**src/pst_pkg.sv**
```systemverilog
// Package with shared types and constants of the probe station table.
package pst_pkg;
  localparam int TABLE_ENTRIES = 24;
  localparam int SSID_MAX = 32;
  localparam int HEADER_BYTES = 24;
  localparam int SLOT_W = 5;
  localparam int SSID_W = 5;
  localparam int SSID_AW = 10;
  localparam int SCAN_W = 5;
  localparam logic [3:0] PROBE_REQ_SUBTYPE = 4'h4;
  localparam logic [15:0] HITS_MAX = 16'hFFFF;
  localparam logic [5:0] POS_SAT = 6'd63;

  typedef enum logic [1:0] {
    OP_BYTE  = 2'd0,
    OP_READ  = 2'd1,
    OP_CLEAR = 2'd2,
    OP_NONE  = 2'd3
  } op_t;

  typedef enum logic [2:0] {
    ST_IDLE,
    ST_SCAN,
    ST_COPY,
    ST_READ,
    ST_DONE
  } state_t;

  // Search word handed from cell to cell.
  typedef struct packed {
    logic        found;
    logic        have_free;
    logic [SLOT_W-1:0] free_slot;
    logic        have_weak;
    logic [SLOT_W-1:0] weak_slot;
    logic [15:0] weak_hits;
    logic [SLOT_W-1:0] match_slot;
  } scan_t;

  typedef struct packed {
    logic        valid;
    logic [47:0] mac;
    logic [7:0]  signal;
    logic [15:0] hits;
    logic [5:0]  ssid_len;
  } entry_t;
endpackage

```
**src/pst_cell.sv**
```systemverilog
// One table cell: holds a station entry and folds it into the search word.
module pst_cell
  import pst_pkg::*;
(
  input  logic              clk,
  input  logic              rst,
  input  logic [SLOT_W-1:0] index,
  input  logic              clear,
  input  logic              write,
  input  entry_t            wdata,
  input  logic [47:0]       key,
  input  scan_t             scan_in,
  output scan_t             scan_out,
  output entry_t            entry
);
  entry_t e;
  assign entry = e;

  always_ff @(posedge clk) begin
    if (rst || clear) begin
      e <= '0;
    end else if (write) begin
      e <= wdata;
    end
  end

  always_comb begin
    scan_out = scan_in;
    if (!scan_in.found) begin
      if (e.valid && e.mac == key) begin
        scan_out.found = 1'b1;
        scan_out.match_slot = index;
      end else if (!e.valid) begin
        if (!scan_in.have_free) begin
          scan_out.have_free = 1'b1;
          scan_out.free_slot = index;
        end
      end else if (!scan_in.have_weak || e.hits < scan_in.weak_hits) begin
        scan_out.have_weak = 1'b1;
        scan_out.weak_slot = index;
        scan_out.weak_hits = e.hits;
      end
    end
  end
endmodule

```
**config.mk**
```make
export PLATFORM = sky130hd
export DESIGN_NAME = pst_cell
export DESIGN_NICKNAME = d
export VERILOG_FILES = /design/src/pst_pkg.sv /design/src/pst_cell.sv
export SDC_FILE = /design/constraint.sdc
export NUM_CORES = 1
export LEC_CHECK = 0
export BUFFER_PORTS_ARGS = -buffer_cell sky130_fd_sc_hd__buf_4
export CORE_MARGIN = 1.5
export CORE_UTILIZATION = 30
export DETAILED_ROUTE_END_ITERATION = 10
export GPL_TIMING_DRIVEN = 0
export SLEW_MARGIN = 20
export SYNTH_ARGS = -nofsm -noshare
export SYNTH_HDL_FRONTEND = slang
export SYNTH_SLANG_ARGS = --single-unit
```
**constraint.sdc**
```tcl
create_clock -name clk -period 2.7 [get_ports clk]
set_input_delay 0.27 -clock clk [delete_from_list [all_inputs] [get_ports clk]]
set_output_delay 0.27 -clock clk [all_outputs]
set_load 0.05 [all_outputs]
```
After elaboration in Yosys (flattened, before gate mapping)
Cells that the tools add are included.

word-level totals
  register bits after elaboration = 79
  bits in latches = 0
  bits in writable memories = 0
  bits in read-only memories = 0
  output and inout port bits = 113
  logic and storage cells = 19
  memories kept = 0

cells by class
  add/sub/neg operators = 0
  $mul = 0
  divide/modulo/power cells = 0
  order comparisons = 1
  eq/ne operators = 1
  shifts and indexed selects = 0
  mux-type cells = 8
  bitwise logic cells = 0
  reduce and logical (&&, ||, !) cells = 4

operators with widths
  operator           count
  $eq 48x48->1       1
  $mux 22            2
  $mux 34            1
  $mux 28            1
  $lt 16x16->1       1
  $mux 5             2
  $mux 6             1
  $logic_or 1x1->1   2
  $logic_and 1x1->1  1
  $logic_not 1->1    1
  $mux 1             1

Longest topological paths before layout
  depth in word-level cells = 6
  depth in mapped cells = 9
  gate-level depth less buffers = 8

Worst setup path after synthesis
OpenSTA, ideal clock, no wires.

  path type = flip-flop to output port
  start = register e, in the netlist entry[7]
  end = output scan_out[10] (netlist bit)
  data arrival time = 2450 ps
  required time = 2430 ps
  slack = -20 ps
  stages on the path, launching flop included = 8
  buffers on the path = 1
  cells stage by stage = dfxtp_1 ha_1 a2111oi_0 or4b_1 nand3_1 a211oi_2 buf_4 mux2_2

RTL lines
  what                      RTL line        text
  start: declaration        pst_cell.sv:16  entry_t e;
  start signal: assignment  pst_cell.sv:23  e <= wdata;
  end: declaration          pst_cell.sv:13  output scan_t scan_out,

==> run_results.csv <==
group,metric,value,unit
yosys,synth_compound_area_share,2.48,%
pwr,p_switching,1000,uW
yosys,netlist_instances,415,
detailed_routing,viasPerCell,4.62,
sta,hold_viol,0,
setup_path,arrival,2630,ps
cells_and_area,syn2layout_area_growth,77.4,%
die,io_pins,283,
sta,fin_crit_sh,107,%
sta,holdWs,167,ps
run,drv_cap,0,
pwr,p_clk_share,35.7,%
pwr,p_leak,0.00369,uW
sta,slew_viol_final,0,
clock_tree,clockRootBuffer,"clkbuf_16",
yosys,synthMuxAreaShare,28.4,%
cells_and_area,fin_cells,893,
clock_tree,clkTransAtPathRegs,60,ps
pwr,power,3380,uW
sta,finalSetupTns,-4050,ps
setup_path,cp-end-kind,"output port",
die,core_area,13200,um^2
die,die_area,14300,um^2
setup_path,cp_slowest_stage_delay,670,ps
yosys,synth.avg_cell_area,9.85,um^2
cells_and_area,fill_cells,1214,
cells_and_area,nets,897,
place,gp_congestion,0.878,
detailed_routing,vias,4127,
pwr,p_int,2380,uW
yosys,ys_ff_latch,79,
place,dp_hpwl,11.7,mm
setup_path,critPathSlowestCell,"or4_4",
clock_tree,clockBufferDepth,2,
cells_and_area,largest_reg_flops,79,
setup_path,setup.worst_path.start_class,"flip-flop",
yosys,mappedNetlistArea,4090,um^2
clock_tree,cts-buffers-inserted,9,
pwr,irDropWorstVdd,0.313,mV
yosys,ys_async_sr_fraction,0,%
yosys,synth_nets,600,
cells_and_area,mostFrequentLayoutCells,"buf_4 (259), nor2_1 (82), mux2i_1 (79)",
sta,finalSetupViolCount,26,
grt,track_usage,20.1,%
die,dieHeight,120,um
outcome,violations,"setup timing",
setup_path,worst-path-max-fanout,5,
yosys,synth-main-ff-cell,"dfxtp_1",
yosys,synth-simple-area-share,11.9,%
grt,grt_pass1_wl,22.3,mm
yosys,yosysUniqueCellTypes,31,
cells_and_area,final_common_cell,"buf_4",
pwr,power_density,466,nW/um^2
detailed_routing,drtIter0Drc,154,
place,port_buffers,281,
sta,rsz0062_at_grt,"true",
detailed_routing,antenna_left,0,
cells_and_area,n_antenna_cell,0,
grt,grt-ovfl-total,0,
sta,worst_slack,-201,ps
place,pre_cts_ws,-252,ps
place,dp_cells,872,
die,die_x,120,um
setup_path,worstPathCellList,"xor2_1, nor4_2, nand4_1, or4_4, mux2_4, buf_6",
sta,finalClockSkew,0,ps
yosys,synth_edf_count,0,
grt,antenna_found_initial,0,
worst_hold_path,hold_path_class,"in -> reg",
yosys,ys_seq_area_share,38.7,%
detailed_routing,wl_per_cell,16.5,um
clock_tree,cts_tree,"built",
detailed_routing,drtPass1Iterations,4,
sta,relSlewSlack,47.0,%
detailed_routing,route.detailed.drc,0,
yosys,synth-xor-area-share,10.3,%
setup_path,cp_data_required_time,2430,ps
clock_tree,htree_levels,3,
sta,fmax,0.345,GHz
yosys,synth_top_family_by_area,"multiplexers",
setup_path,cp_num_buf_inv,1,
sta,fin_crit,2900,ps
pwr,switching_share,29.6,%
setup_path,cp_top_family,"simple AND/OR/NAND/NOR gates",
die,rows,42,
sta,tightest_slew,790,ps
detailed_routing,wirelength,14.7,mm
clock_tree,cts_sinks,79,
clock_tree,clk-insertion-delay-late,330,ps
die,start_util,30.9,%
yosys,yosys_warnings,0,
yosys,synthAdderAreaFrac,4.59,%
outcome,outcome,"finished, violations left",
setup_path,crit_type,"reg -> out",
grt,grt_max_degree,13,
pwr,seqPwrFrac,36.9,%
cells_and_area,drive_gt1_share,53.3,%
grt,grt_pass1_vias,4233,
pwr,pwr-share-comb,27.4,%
## path summary, 6_finish.rpt
kind	start	end	slack (ps)	cells past startpoint
worst max-delay path	entry[42]$_SDFFE_PP0P_	scan_out[0]	-200	6
worst max register to register	entry[50]$_SDFFE_PP0P_	entry[50]$_SDFFE_PP0P_	1950	3
worst min-delay path	wdata[63]	entry[63]$_SDFFE_PP0P_	170	3
worst min register to register	entry[26]$_SDFFE_PP0P_	entry[26]$_SDFFE_PP0P_	490	2
## cell type report
cell class / count / area, um^2 / share of cell area (%)
multi-input combinational: 300 / 2640 / 36.5
timing repair buffer: 287 / 2330 / 32.2
sequential: 79 / 1610 / 22.3
clock buffer: 13 / 250 / 3.45
tap: 176 / 220 / 3.04
buffer: 20 / 91.3 / 1.26
inverter: 15 / 56.3 / 0.777
clock inverter: 3 / 42.5 / 0.587
## cells in the mapped netlist (5+ instances only)
library cell	number	share of area, %
inv_1	15	1.4
clkbuf_1	11	1.0
nand4_1	5	0.77
ha_1	15	4.6
buf_1	6	0.55
nor4_1	12	1.8
mux2_2	26	7.2
xor2_1	48	10
dfxtp_1	79	39
mux2i_1	79	19
mux2_4	5	1.8
a21oi_1	5	0.61
nor2_1	82	7.5
## power groups by stage
stage,Combinational (uW),Sequential [uW],Clock [uW]
after floorplan,345,1390,0
after global placement,831,1270,0
after detailed placement,841,1270,0
after CTS,871,1250,1250
after global routing,979,1250,1300
final,924,1240,1210
## worst register-to-register path, cell delays in order (launching register included)
cell and delay (ps):
dfxtp_2 320, buf_4 130, mux2i_1 120, nor2_1 50
## cell families after synthesis
logic type	Yosys count
buffers and inverters	36
flip-flops	79
adder cells (fa/ha/maj)	15
multiplexers	110
XOR/XNOR	48
AND/OR/NAND/NOR	112
AO/OA/AOI/OAI	15
## layer usage
| metal | share of wire, % | vias up | wire (um) | track usage, % |
|---|---|---|---|---|
| met5 | 0 | - | 0 | 0 |
| met3 | 7.4 | 17 | 1090 | 5.42 |
| met1 | 39 | 1923 | 5710 | 23.0 |
| met4 | 1.7 | 0 | 256 | 7.22 |
| li1 | - | 2011 | - | - |
| met2 | 52 | 176 | 7650 | 35.8 |
## through the flow
step	util (%)	instance area, um^2
detailed placement	48.5	6420
global route	54.7	7250
finish	54.7	7250
global placement	48.5	6420
CTS	52.1	6900
floorplan	-	4090
## what timing repair did
item / 4_1_cts / 5_1_grt
setup buffers: 3 / 1
cloned: 2 / 0
gates resized for setup: 39 / 85
hold buffers: 0 / 0
setup endpoints to repair: 28 / 27
pin swaps: 6 / 17
(Power assumes the default switching activity.)
